## src/rtl/knk_pkg.sv

```systemverilog
`default_nettype none

package knk_pkg;

  // Number of sequence port registers, fixed by the register map.
  localparam int unsigned SEQ_REGS = 6;

  localparam int unsigned ADDR_W   = 32;
  localparam int unsigned PORT_W   = 16;
  localparam int unsigned PROG_W   = 3;
  localparam int unsigned AGE_W    = 8;
  localparam int unsigned STATUS_W = 3;
  localparam int unsigned CFG_IDX_W  = 3;
  localparam int unsigned CFG_DATA_W = 16;

  // Result status codes.
  localparam logic [STATUS_W-1:0] STATUS_PROGRESS    = 3'd0;
  localparam logic [STATUS_W-1:0] STATUS_BAD_PAYLOAD = 3'd1;
  localparam logic [STATUS_W-1:0] STATUS_WRONG_PORT  = 3'd2;
  localparam logic [STATUS_W-1:0] STATUS_GRANTED     = 3'd3;
  localparam logic [STATUS_W-1:0] STATUS_TABLE_FULL  = 3'd4;

  // Input opcodes.
  localparam logic OP_PACKET = 1'b0;
  localparam logic OP_TICK   = 1'b1;

  // Configuration register indexes.
  localparam logic [CFG_IDX_W-1:0] REG_KNOCK_COUNT = 3'd0;
  localparam logic [CFG_IDX_W-1:0] REG_SEQ_PORT_0  = 3'd1;
  localparam logic [CFG_IDX_W-1:0] REG_SEQ_PORT_5  = 3'd6;
  localparam logic [CFG_IDX_W-1:0] REG_IDLE_LIMIT  = 3'd7;

  typedef struct packed {
    logic [ADDR_W-1:0] address;
    logic [PROG_W-1:0] progress;
    logic [AGE_W-1:0]  age;
  } entry_t;

  typedef struct packed {
    logic [PROG_W-1:0]                knock_count;
    logic [SEQ_REGS-1:0][PORT_W-1:0]  seq_port;
    logic [AGE_W-1:0]                 idle_limit;
  } cfg_t;

  typedef struct packed {
    logic [STATUS_W-1:0] status;
    logic [PROG_W-1:0]   prog;
    logic [PROG_W-1:0]   new_prog;
    logic                refresh_age;
  } judge_res_t;

endpackage

`default_nettype wire

```

## src/rtl/knk_if.sv

```systemverilog
`default_nettype none

interface knk_in_if;
  import knk_pkg::*;
  logic              valid;
  logic              ready;
  logic              opcode;
  logic [ADDR_W-1:0] source_address;
  logic [PORT_W-1:0] dest_port;
  logic              is_tcp;
  logic              syn_flag;
  logic              ack_flag;
  logic              length_ok;
  logic              payload_valid;

  modport source (output valid, opcode, source_address, dest_port, is_tcp, syn_flag,
                  ack_flag, length_ok, payload_valid, input ready);
  modport sink (input valid, opcode, source_address, dest_port, is_tcp, syn_flag,
                ack_flag, length_ok, payload_valid, output ready);
endinterface

interface knk_out_if;
  import knk_pkg::*;
  logic                valid;
  logic                ready;
  logic [STATUS_W-1:0] status;
  logic [ADDR_W-1:0]   knocker_address;
  logic [PROG_W-1:0]   progress;

  modport source (output valid, status, knocker_address, progress, input ready);
  modport sink (input valid, status, knocker_address, progress, output ready);
endinterface

`default_nettype wire

```

## src/rtl/knk_cfg_regs.sv

```systemverilog
`default_nettype none

module knk_cfg_regs import knk_pkg::*; (
  input  wire logic                  clk,
  input  wire logic                  rst_n,
  input  wire logic                  cfg_we,
  input  wire logic [CFG_IDX_W-1:0]  cfg_index,
  input  wire logic [CFG_DATA_W-1:0] cfg_wdata,
  output cfg_t                       cfg
);

  cfg_t                 cfg_r;
  logic [CFG_IDX_W-1:0] seq_sel;

  assign seq_sel = cfg_index - REG_SEQ_PORT_0;

  always_ff @(posedge clk) begin
    if (!rst_n) begin
      cfg_r.knock_count <= PROG_W'(1);
      cfg_r.seq_port    <= '0;
      cfg_r.idle_limit  <= AGE_W'(10);
    end else if (cfg_we) begin
      if (cfg_index == REG_KNOCK_COUNT) begin
        cfg_r.knock_count <= cfg_wdata[PROG_W-1:0];
      end else if (cfg_index == REG_IDLE_LIMIT) begin
        cfg_r.idle_limit <= cfg_wdata[AGE_W-1:0];
      end else if (cfg_index inside {[REG_SEQ_PORT_0:REG_SEQ_PORT_5]}) begin
        cfg_r.seq_port[seq_sel] <= cfg_wdata[PORT_W-1:0];
      end
    end
  end

  assign cfg = cfg_r;

endmodule

`default_nettype wire

```

## src/rtl/knk_table_ram.sv

```systemverilog
`default_nettype none

module knk_table_ram import knk_pkg::*; #(
  parameter int unsigned DEPTH = 16,
  localparam int unsigned AW = $clog2(DEPTH)
) (
  input  wire logic          clk,
  input  wire logic          we,
  input  wire logic [AW-1:0] waddr,
  input  wire entry_t        wdata,
  input  wire logic          re,
  input  wire logic [AW-1:0] raddr,
  output entry_t             rdata
);

  entry_t mem [DEPTH];
  entry_t rdata_r;

  always_ff @(posedge clk) begin
    if (we) begin
      mem[waddr] <= wdata;
    end
    if (re) begin
      rdata_r <= mem[raddr];
    end
  end

  assign rdata = rdata_r;

endmodule

`default_nettype wire

```

## src/rtl/knk_judge.sv

```systemverilog
`default_nettype none

module knk_judge import knk_pkg::*; #(
  parameter int unsigned MAX_KNOCKS = 6
) (
  input  wire cfg_t               cfg,
  input  wire logic               found,
  input  wire logic [PROG_W-1:0]  cur,
  input  wire logic [PORT_W-1:0]  dest_port,
  input  wire logic               length_ok,
  input  wire logic               payload_valid,
  output judge_res_t              res
);

  localparam logic [PROG_W-1:0] MAX_K = PROG_W'(MAX_KNOCKS);

  logic [PORT_W-1:0] want_port;
  logic              port_hit;
  logic [PROG_W-1:0] next_prog;

  // Select the sequence port that the current progress expects next.
  always_comb begin
    want_port = '0;
    for (int i = 0; i < SEQ_REGS; i++) begin
      if (cur == PROG_W'(i)) begin
        want_port = cfg.seq_port[i];
      end
    end
  end

  assign port_hit  = (cur < MAX_K) && (want_port == dest_port);
  assign next_prog = cur + PROG_W'(1);

  always_comb begin
    res = '0;
    if (!found) begin
      res.status = STATUS_TABLE_FULL;
    end else if (!length_ok) begin
      res.status = STATUS_BAD_PAYLOAD;
    end else if (!port_hit) begin
      res.status      = STATUS_WRONG_PORT;
      res.refresh_age = 1'b1;
    end else if (!payload_valid) begin
      res.status = STATUS_BAD_PAYLOAD;
    end else begin
      res.prog        = next_prog;
      res.refresh_age = 1'b1;
      if (next_prog >= cfg.knock_count) begin
        res.status = STATUS_GRANTED;
      end else begin
        res.status   = STATUS_PROGRESS;
        res.new_prog = next_prog;
      end
    end
  end

endmodule

`default_nettype wire

```

## src/rtl/port_knock_sequence_tracker_unit.sv

```systemverilog
`default_nettype none

// Port knock tracker. Each accepted packet transaction that is a TCP SYN without ACK looks up
// its source address in a table of TABLE_ENTRIES slots, inserting it in the lowest free slot
// when absent, judges the knock against the configured port sequence and returns one result
// transaction; other packets are dropped silently. A tick transaction ages every used entry and
// frees those idle longer than idle_limit; it returns no result. The table lives in a
// synchronous memory with one read and one write port, and the scan reads one entry per cycle,
// so a tick reads the whole table and a tracked packet reads until its address is found or the
// last entry is read; a dropped packet never leaves the idle state. One transaction is in work
// at a time, while a finished result may still wait in the output register. Configuration must
// be written by the user through the cfg port while idle; the block does not enforce it.
module port_knock_sequence_tracker_unit import knk_pkg::*; #(
  parameter int unsigned TABLE_ENTRIES = 16,
  parameter int unsigned MAX_KNOCKS    = 6
) (
  input  wire logic                  clk,
  input  wire logic                  rst_n,
  knk_in_if.sink                     in_chan,
  knk_out_if.source                  out_chan,
  input  wire logic                  cfg_we,
  input  wire logic [CFG_IDX_W-1:0]  cfg_index,
  input  wire logic [CFG_DATA_W-1:0] cfg_wdata
);

  localparam int unsigned      IDX_W    = $clog2(TABLE_ENTRIES);
  localparam logic [IDX_W-1:0] LAST_IDX = IDX_W'(TABLE_ENTRIES - 1);

  localparam logic [1:0] S_IDLE  = 2'd0;
  localparam logic [1:0] S_SCAN  = 2'd1;
  localparam logic [1:0] S_APPLY = 2'd2;

  cfg_t       cfg;
  judge_res_t jres;
  entry_t     rd_data;
  entry_t     wr_data;

  logic [1:0]               state_r, state_nxt;
  logic [TABLE_ENTRIES-1:0] used_r;
  logic                     issue_r, rd_vld_r, hit_r, free_r;
  logic [IDX_W-1:0]         rd_idx_r, ret_idx_r, hit_idx_r, free_idx_r;
  logic [PROG_W-1:0]        hit_prog_r;
  logic [AGE_W-1:0]         hit_age_r;

  // Captured transaction.
  logic              tick_r, len_ok_r, pay_ok_r;
  logic [ADDR_W-1:0] key_r;
  logic [PORT_W-1:0] port_r;

  // Output register.
  logic                out_valid_r, out_valid_nxt;
  logic [STATUS_W-1:0] out_status_r;
  logic [ADDR_W-1:0]   out_addr_r;
  logic [PROG_W-1:0]   out_prog_r;

  logic              in_fire, knock_pkt, start;
  logic              ret_used, ret_match, ret_last, scan_done, rd_en;
  logic              tick_wr, apply_fire, found, apply_wr, wr_en;
  logic [IDX_W-1:0]  slot, wr_addr;
  logic [PROG_W-1:0] cur;
  logic [AGE_W-1:0]  cur_age, aged;

  knk_cfg_regs u_cfg (
    .clk       (clk),
    .rst_n     (rst_n),
    .cfg_we    (cfg_we),
    .cfg_index (cfg_index),
    .cfg_wdata (cfg_wdata),
    .cfg       (cfg)
  );

  assign in_chan.ready = (state_r == S_IDLE);
  assign in_fire       = in_chan.valid & in_chan.ready;
  assign knock_pkt     = in_chan.is_tcp & in_chan.syn_flag & ~in_chan.ack_flag;
  assign start         = in_fire & ((in_chan.opcode == OP_TICK) | knock_pkt);

  // Scan pipeline: a read issued in one cycle returns its entry in the next. The lookup stops
  // at the first used entry whose address matches; the first free slot is noted along the way.
  assign ret_used  = used_r[ret_idx_r];
  assign ret_match = rd_vld_r & ~tick_r & ret_used & (rd_data.address == key_r);
  assign ret_last  = (ret_idx_r == LAST_IDX);
  assign scan_done = rd_vld_r & (ret_match | ret_last);
  assign rd_en     = (state_r == S_SCAN) & issue_r & ~scan_done;

  // Ageing writes back the entry just read while the next one is being read, so a write and
  // a read never meet at the same entry. The packet update writes only after the scan has
  // ended, and the next scan starts no earlier than the cycle after that write.
  assign tick_wr = rd_vld_r & tick_r & ret_used;
  assign aged    = (rd_data.age == '1) ? rd_data.age : rd_data.age + AGE_W'(1);

  assign apply_fire = (state_r == S_APPLY) & (~out_valid_r | out_chan.ready);
  assign found      = hit_r | free_r;
  assign slot       = hit_r ? hit_idx_r : free_idx_r;
  assign cur        = hit_r ? hit_prog_r : '0;
  assign cur_age    = hit_r ? hit_age_r : '0;
  assign apply_wr   = apply_fire & found;

  knk_judge #(
    .MAX_KNOCKS (MAX_KNOCKS)
  ) u_judge (
    .cfg           (cfg),
    .found         (found),
    .cur           (cur),
    .dest_port     (port_r),
    .length_ok     (len_ok_r),
    .payload_valid (pay_ok_r),
    .res           (jres)
  );

  assign wr_en   = tick_wr | apply_wr;
  assign wr_addr = tick_wr ? ret_idx_r : slot;

  always_comb begin
    if (tick_wr) begin
      wr_data.address  = rd_data.address;
      wr_data.progress = rd_data.progress;
      wr_data.age      = aged;
    end else begin
      wr_data.address  = key_r;
      wr_data.progress = jres.new_prog;
      wr_data.age      = jres.refresh_age ? '0 : cur_age;
    end
  end

  knk_table_ram #(
    .DEPTH (TABLE_ENTRIES)
  ) u_ram (
    .clk   (clk),
    .we    (wr_en),
    .waddr (wr_addr),
    .wdata (wr_data),
    .re    (rd_en),
    .raddr (rd_idx_r),
    .rdata (rd_data)
  );

  always_comb begin
    state_nxt = state_r;
    case (state_r)
      S_IDLE: begin
        if (start) begin
          state_nxt = S_SCAN;
        end
      end
      S_SCAN: begin
        if (scan_done) begin
          state_nxt = tick_r ? S_IDLE : S_APPLY;
        end
      end
      S_APPLY: begin
        if (apply_fire) begin
          state_nxt = S_IDLE;
        end
      end
      default: state_nxt = S_IDLE;
    endcase
  end

  assign out_valid_nxt = apply_fire | (out_valid_r & ~out_chan.ready);

  always_ff @(posedge clk) begin
    if (!rst_n) begin
      state_r     <= S_IDLE;
      out_valid_r <= 1'b0;
      used_r      <= '0;
      issue_r     <= 1'b0;
      rd_vld_r    <= 1'b0;
      hit_r       <= 1'b0;
      free_r      <= 1'b0;
      rd_idx_r    <= '0;
    end else begin
      state_r     <= state_nxt;
      out_valid_r <= out_valid_nxt;
      rd_vld_r    <= rd_en;
      if (start) begin
        issue_r  <= 1'b1;
        hit_r    <= 1'b0;
        free_r   <= 1'b0;
        rd_idx_r <= '0;
      end else if (rd_en) begin
        if (rd_idx_r == LAST_IDX) begin
          issue_r <= 1'b0;
        end else begin
          rd_idx_r <= rd_idx_r + IDX_W'(1);
        end
      end
      if (ret_match) begin
        hit_r <= 1'b1;
      end
      if (rd_vld_r & ~tick_r & ~ret_used & ~free_r) begin
        free_r <= 1'b1;
      end
      if (tick_wr && (aged > cfg.idle_limit)) begin
        used_r[ret_idx_r] <= 1'b0;
      end
      if (apply_wr) begin
        used_r[slot] <= 1'b1;
      end
    end
  end

  always_ff @(posedge clk) begin
    ret_idx_r <= rd_idx_r;
    if (start) begin
      tick_r   <= (in_chan.opcode == OP_TICK);
      key_r    <= in_chan.source_address;
      port_r   <= in_chan.dest_port;
      len_ok_r <= in_chan.length_ok;
      pay_ok_r <= in_chan.payload_valid;
    end
    if (ret_match) begin
      hit_idx_r  <= ret_idx_r;
      hit_prog_r <= rd_data.progress;
      hit_age_r  <= rd_data.age;
    end
    if (rd_vld_r & ~tick_r & ~ret_used & ~free_r) begin
      free_idx_r <= ret_idx_r;
    end
    if (apply_fire) begin
      out_status_r <= jres.status;
      out_addr_r   <= key_r;
      out_prog_r   <= jres.prog;
    end
  end

  assign out_chan.valid           = out_valid_r;
  assign out_chan.status          = out_status_r;
  assign out_chan.knocker_address = out_addr_r;
  assign out_chan.progress        = out_prog_r;

endmodule

`default_nettype wire

```

## src/flat_wrapper.sv

```systemverilog
// flat-port wrapper written by rule: the top's interface ports become plain ports
module port_knock_sequence_tracker_unit_flat import knk_pkg::*;
#(
  parameter int unsigned TABLE_ENTRIES = 16,
  parameter int unsigned MAX_KNOCKS    = 6
)
  (clk, rst_n, cfg_we, cfg_index, cfg_wdata, in_chan_valid, in_chan_opcode, in_chan_source_address, in_chan_dest_port, in_chan_is_tcp, in_chan_syn_flag, in_chan_ack_flag, in_chan_length_ok, in_chan_payload_valid, in_chan_ready, out_chan_valid, out_chan_status, out_chan_knocker_address, out_chan_progress, out_chan_ready);
  knk_in_if in_chan_i ();
  knk_out_if out_chan_i ();
  input  wire logic clk;
  input  wire logic rst_n;
  input  wire logic cfg_we;
  input  wire logic [CFG_IDX_W-1:0] cfg_index;
  input  wire logic [CFG_DATA_W-1:0] cfg_wdata;
  input wire logic [$bits(in_chan_i.valid)-1:0] in_chan_valid;
  input wire logic [$bits(in_chan_i.opcode)-1:0] in_chan_opcode;
  input wire logic [$bits(in_chan_i.source_address)-1:0] in_chan_source_address;
  input wire logic [$bits(in_chan_i.dest_port)-1:0] in_chan_dest_port;
  input wire logic [$bits(in_chan_i.is_tcp)-1:0] in_chan_is_tcp;
  input wire logic [$bits(in_chan_i.syn_flag)-1:0] in_chan_syn_flag;
  input wire logic [$bits(in_chan_i.ack_flag)-1:0] in_chan_ack_flag;
  input wire logic [$bits(in_chan_i.length_ok)-1:0] in_chan_length_ok;
  input wire logic [$bits(in_chan_i.payload_valid)-1:0] in_chan_payload_valid;
  output wire logic [$bits(in_chan_i.ready)-1:0] in_chan_ready;
  output wire logic [$bits(out_chan_i.valid)-1:0] out_chan_valid;
  output wire logic [$bits(out_chan_i.status)-1:0] out_chan_status;
  output wire logic [$bits(out_chan_i.knocker_address)-1:0] out_chan_knocker_address;
  output wire logic [$bits(out_chan_i.progress)-1:0] out_chan_progress;
  input wire logic [$bits(out_chan_i.ready)-1:0] out_chan_ready;
  assign in_chan_i.valid = in_chan_valid;
  assign in_chan_i.opcode = in_chan_opcode;
  assign in_chan_i.source_address = in_chan_source_address;
  assign in_chan_i.dest_port = in_chan_dest_port;
  assign in_chan_i.is_tcp = in_chan_is_tcp;
  assign in_chan_i.syn_flag = in_chan_syn_flag;
  assign in_chan_i.ack_flag = in_chan_ack_flag;
  assign in_chan_i.length_ok = in_chan_length_ok;
  assign in_chan_i.payload_valid = in_chan_payload_valid;
  assign in_chan_ready = in_chan_i.ready;
  assign out_chan_valid = out_chan_i.valid;
  assign out_chan_status = out_chan_i.status;
  assign out_chan_knocker_address = out_chan_i.knocker_address;
  assign out_chan_progress = out_chan_i.progress;
  assign out_chan_i.ready = out_chan_ready;
  port_knock_sequence_tracker_unit #(.TABLE_ENTRIES(TABLE_ENTRIES), .MAX_KNOCKS(MAX_KNOCKS)) u_core (.clk(clk), .rst_n(rst_n), .in_chan(in_chan_i), .out_chan(out_chan_i), .cfg_we(cfg_we), .cfg_index(cfg_index), .cfg_wdata(cfg_wdata));
endmodule
```

## config.mk

```make
export PLATFORM = sky130hd
export DESIGN_NAME = port_knock_sequence_tracker_unit_flat
export DESIGN_NICKNAME = d
export VERILOG_FILES = /design/src/rtl/knk_pkg.sv /design/src/rtl/knk_if.sv /design/src/rtl/knk_cfg_regs.sv /design/src/rtl/knk_table_ram.sv /design/src/rtl/knk_judge.sv /design/src/rtl/port_knock_sequence_tracker_unit.sv /design/src/flat_wrapper.sv
export SDC_FILE = /design/constraint.sdc
export NUM_CORES = 1
export LEC_CHECK = 0
export CELL_PAD_IN_SITES_DETAIL_PLACEMENT = 1
export CELL_PAD_IN_SITES_GLOBAL_PLACEMENT = 1
export CORE_ASPECT_RATIO = 1.75
export CORE_UTILIZATION = 35
export DETAILED_ROUTE_END_ITERATION = 6
export DONT_BUFFER_PORTS = 1
export GPL_ROUTABILITY_DRIVEN = 0
export HOLD_SLACK_MARGIN = 0.15
export PLACE_DENSITY = 0.61
export REMOVE_ABC_BUFFERS = 1
export SLEW_MARGIN = 20
export SYNTH_ARGS = -nofsm -noshare
export SYNTH_HDL_FRONTEND = slang
export SYNTH_SLANG_ARGS = --single-unit
export TNS_END_PERCENT = 10
```

## constraint.sdc

```tcl
create_clock -name clk -period 8.1 [get_ports clk]
set_clock_uncertainty 0.15 [all_clocks]
set_input_delay 0.405 -clock clk [delete_from_list [all_inputs] [get_ports clk]]
set_output_delay 0.405 -clock clk [all_outputs]
set_load 0.005 [all_outputs]
```

**Word-level counts from Yosys, hierarchy flattened**

Memory sizes are Yosys's and may differ from the RTL's. A register that Yosys moved wholly into a read port is not among the register bits.
Index checks and enable logic that the tools add are counted.

- Bitwise gates (word level): 37
- Reduce and logical (&&, ||, !) cells: 22
- Add/subtract/negate cells: 4
- Multiplexer cells: 48
- Equal/unequal tests: 16
- Order comparisons: 11

Operators by type and width:

| operator | count |
|---|---|
| $mux W16 | 10 |
| $bwmux W96 | 1 |
| $demux W16 S3 | 1 |
| $mux W43 | 1 |
| $eq A32 B32 Y1 | 1 |
| $mux W8 | 3 |
| $mux W4 | 5 |
| $and A1 B1 Y1 | 17 |
| $and A16 B16 Y16 | 1 |
| $eq A16 B16 Y1 | 1 |
| $not A16 Y16 | 1 |
| $or A16 B16 Y16 | 1 |
| $mux W2 | 7 |
| $mux W1 | 13 |
| $not A1 Y1 | 11 |
| $lt A4 B5 Y1 const B | 2 |
| $eq A3 B3 Y1 const B | 3 |
| $mux W3 | 3 |
| $add A8 B1 Y8 const B | 1 |
| $demux W1 S4 | 2 |
| $eq A4 B4 Y1 const B | 2 |
| $eq A8 B8 Y1 const B | 1 |
| $ge A4 B1 Y1 const B | 2 |
| $gt A8 B8 Y1 | 1 |
| other kinds (25) | 47 |

- Bits in writable memories: 688
- Flip-flop bits (word level): 246
- Output and inout bits: 40
- Memories kept: 1

Memories:

| memory | depth | bits a word | read ports | clocked after memory_dff | write ports | RTL line | text |
|---|---|---|---|---|---|---|---|
| u_core.u_ram.mem | 16 | 43 | 1 | 1 | 1 | knk_table_ram.sv:16 | `entry_t mem [DEPTH];` |

**Longest topological paths before layout**

- Depth in word-level cells: 15
- Depth in mapped cells: 18
- Depth with buffers taken out: 15

**Hierarchy**

Synthesis repeated with hierarchy kept, for this count alone.

- Cells, all modules: 2231
- Area, all modules: 38924.8 sq um

Modules (own cells, without submodules):

| module | area an instance (sq um) | instances | cells an instance |
|---|---|---|---|
| knk_table_ram | 27069.7 | 1 | 1116 |
| port_knock_sequence_tracker_unit | 6207.2 | 1 | 485 |
| knk_cfg_regs | 4092.7 | 1 | 393 |
| knk_judge | 1555.2 | 1 | 237 |

**Worst setup path after synthesis**

OpenSTA, ideal clock, no wires.

- Path kind: input to register
- From: input out_chan_ready
- To: memory u_core.u_ram.mem[0][0] (netlist name) (enable)
- Data required time: 7.506 ns
- Library setup time: 0.444 ns
- Data arrival time: 4.870 ns
- Setup slack: 2.637 ns
- Stages on the path: 7
- Cell sequence: nand2b_1 nor2b_1 nor2b_1 o21ai_0 nor2_1 a21oi_1 nor2_1

- Word-level cells in the longest chain between the ends: 6

RTL lines:

| what | RTL line | text |
|---|---|---|
| from (decl) | flat_wrapper.sv:29 | `input wire logic [$bits(out_chan_i.ready)-1:0] out_chan_ready;` |
| $or A1 B1 Y1 | port_knock_sequence_tracker_unit.sv:91 | `assign apply_fire = (state_r == S_APPLY) & (~out_valid_r \| out_chan.ready);` |
| $and A1 B1 Y1 | port_knock_sequence_tracker_unit.sv:91 |  |
| named net u_core.apply_fire | port_knock_sequence_tracker_unit.sv:58 | `logic tick_wr, apply_fire, found, apply_wr, wr_en;` |
| $and A1 B1 Y1 | port_knock_sequence_tracker_unit.sv:96 | `assign apply_wr = apply_fire & found;` |
| $or A1 B1 Y1 | port_knock_sequence_tracker_unit.sv:110 | `assign wr_en = tick_wr \| apply_wr;` |
| $mux W1 | knk_table_ram.sv:20 | `if (we) begin` |
| $mux W1 (not written as such) | knk_table_ram.sv:21 | `mem[waddr] <= wdata;` |
| to (decl) | knk_table_ram.sv:16 |  |

The timed path passes the listed nets, and every way through them passes these cells.

==> metrics.txt <==
switching power 2.146 mW; htree depth 3; Die Footprint 112,500 sq um; hpwl dp 58,680 um; total number of vias 20,030; GRT overflow 0; clk slew on worst S/H paths 60 ps; number of cell rows 161; Initial Util 35.30%; Max Fclk 0.1646 GHz; RSZ-0062 raised after global routing no; Slew HR 21.57%; cell area after synthesis 38,900 sq um; die height 443.0 um; final period utilization 75.02%; Clk pwr share 43.9%; Clock Path Buffers 3; WP data arrival 6320 ps; CTS buffer count 94; Post-synth EDFFs 839; Pint 8.075 mW; Routed Antenna Nets 0; origin of the worst setup path u_core.hit_r$_SDFFE_PN0P_; maximum VDD drop 0.2061 mV; Hold Slack 206.5 ps; Primary FF master, synth edfxtp_1; DP Area 40,840 sq um; Critical Path Sink u_core.u_ram.mem[1][1]$_DFFE_PP_; worst r2r path cells 11; I/O pin cnt 118; Syn. warnings 0; post-route cell area 45,150 sq um; IO buf count 0; Leakage 14.12 nW; CTS sink count 977; crit path max fanout 27; vias in the first global route 22,090; worst-skew pair later-pin latency 690 ps; final setup vio count 0; Post-synth ARST share 0%; first-pass GRT wire length 149,600 um; reg-to-reg startpoint u_core.hit_r$_SDFFE_PN0P_; Nets 2,318; Combinational Power Share 2.4%; Initial DRC Count 1,309; Startpoint Class register; Hold WC Path Type in -> reg; Core ar. 110,200 sq um; RR Endpoint u_core.u_ram.mem[1][1]$_DFFE_PP_; Syn Area/Cell 18.66 sq um; sequential share of the synthesized area 71.87%; final worst path period need 6077 ps; Netlist cell types 72; Worst Max-Slew Pin Slew 1177 ps; flop2flop setup slack 2020 ps; CTS hold repair buffers 110; WP data required 8340 ps; Worst setup EP type register; PwrDens 226.4 nW/um^2; Setup Fix Bufs, Post-CTS 0; Seq pwr share 53.7%; CTS tree done; initial antenna violation count 4; Total GRT Usage 18.39%; layout cell share with drive strength beyond 1 21.18%; final hold vios 0; Pins Over Slew Limit 0; status finished, final reports clean; DR pass1 iterations 5; root buffer cell clkbuf_16; post-cts sizing count 0; final wirelength 102,600 um; max cap viols 0; Layout area overhead 16.06%; FF+latch count, synth 977; vias per inst 5.322; Synth Instances 2,085; crit path kind reg -> reg; DRC violations left 0; largest net degree at the start of global routing 143; Die W 254.0 um; Routed WL per cell 27.25 um; Sw Share 21.00%
logic make-up after synthesis:
logic type               Yosys count  synth area share [%]
flip-flops                       977                 71.87
multiplexers                     366                 16.62
AND/OR/NAND/NOR                  336                 4.764
AO/OA/AOI/OAI                    192                 3.410
buffers and inverters            145                 1.560
XOR/XNOR                          46                 1.036
adder cells (fa/ha/maj)           23                0.7398
sequential cells by signal, indices dropped and copies added (netlist names), 2 cells and up:
signal,count
u_core.hit_prog_r,3
u_core.state_r,2
u_core.ret_idx_r,4
u_core.hit_age_r,8
u_core.out_chan.status,3
u_core.rd_idx_r,4
u_core.u_ram.rdata,43
u_core.free_idx_r,4
u_core.key_r,32
u_core.out_chan.knocker_address,32
u_core.out_chan.progress,3
u_core.u_ram.mem,688
u_core.u_cfg.cfg,107
u_core.used_r,16
u_core.port_r,16
u_core.hit_idx_r,4
worst max-delay path, cell delays in order (launching register included):
cell	delay, ps
dfxtp_1	930
and2_4	360
clkinv_4	160
ha_1	530
a21oi_1	880
o21ai_0	210
o22ai_1	250
xnor2_1	160
nand4_1	180
or4_1	720
o31ai_4	670
a22o_1	570
how the worst min path moves through the flow:
| stage | start | end | slack (ps) | cells after the start |
|---|---|---|---|---|
| final | in_chan_dest_port[2] | u_core.port_r[2]$_DFFE_PP_ | 210 | 1 |
| after global routing | in_chan_dest_port[11] | u_core.port_r[11]$_DFFE_PP_ | 190 | 1 |
| after floorplan | u_core.u_ram.rdata[8]$_DFFE_PP_ | u_core.hit_prog_r[0]$_DFFE_PP_ | 280 | 0 |
| after global placement | u_core.u_ram.rdata[9]$_DFFE_PP_ | u_core.hit_prog_r[1]$_DFFE_PP_ | 300 | 0 |
| after CTS | in_chan_dest_port[5] | u_core.port_r[5]$_DFFE_PP_ | 150 | 1 |
| after detailed placement | u_core.u_ram.rdata[8]$_DFFE_PP_ | u_core.hit_prog_r[0]$_DFFE_PP_ | 310 | 0 |
per-layer routing:
metal,global-route usage [%],share of wire (%),vias to the layer above
li1,-,-,8627
met4,6.627,3.2,0
met3,2.667,4.3,149
met2,33.40,53,513
met5,0,0,-
met1,21.79,39,10740
power by group through the flow:
stage	combinational [mW]	sequential [mW]	clock, mW
floorplan	0.129	5.59	0
global placement	0.180	5.60	0
detailed placement	0.187	5.60	0
CTS	0.247	5.49	4.60
global route	0.263	5.49	4.76
finish	0.244	5.49	4.48
metrics by stage:
stage	cells	worst slack, ps	utilization [%]	setup TNS (ps)	power [mW]
5_1_grt	3764	1680	40.97	0	10.52
3_3_place_gp	3477	2239	37.06	0	5.781
4_1_cts	3761	2037	40.94	0	10.34
6_report	3764	2023	40.97	0	10.22
3_5_place_dp	3477	2063	37.06	0	5.788
2_1_floorplan	1973	-581.0	-	-26700	5.721
Yosys cell counts (all sizes together) (4+ instances only):
cell type	count	area share, %
edfxtp	839	65
mux4	220	13
dfxtp	138	7.1
mux2i	108	2.8
nor2b	107	1.7
clkbuf	72	0.69
nor2	57	0.55
nand2	52	0.50
a21oi	43	0.56
buf	40	0.53
mux2	38	1.1
o21ai	38	0.49
inv	32	0.31
xor2	31	0.70
nand3	24	0.31
ha	23	0.74
o211ai	20	0.39
nand2b	17	0.27
xnor2	15	0.34
nor3	14	0.18
nor4	14	0.24
a22o	10	0.23
a21boi	9	0.17
a221oi	9	0.22
nand3b	9	0.17
nand4	8	0.14
a21o	7	0.14
a31oi	6	0.097
nor3b	6	0.12
or3b	6	0.14
and2	5	0.087
and3	5	0.080
o21a	5	0.097
o22ai	5	0.080
o311ai	5	0.11
a211oi	4	0.077
cell usage in the layout, fill, tap and decap left out, drive strengths merged, types with 8 or more instances in the layout:
master and instances:
inv 35, buf 39, mux2 38, mux2i 108
nor2 57, clkbuf 118, xor2 31, clkinv 35
nand2 52, mux4 220, a21boi 9, a21oi 43
dfxtp 138, nand2b 17, nand3b 9, o211ai 20
nor2b 107, ha 23, a221oi 9, xnor2 15
nor4 14, nand4 8, bufinv 9, clkinvlp 10
nand3 24, nor3 14, edfxtp 839, o21ai 38
dlygate4sd3 109, a22o 10
cell type report:
cell class | instances | area, sq um
fillers | 10650 | 65040
flip-flops and latches | 977 | 27970
multi-input cells | 963 | 10500
clock buffers | 118 | 2497
well taps | 1467 | 1836
repair buffers | 148 | 1549
clock inverters | 56 | 655.6
inverters | 33 | 130.1
diodes | 2 | 5.005
(Power assumes the default switching activity.)
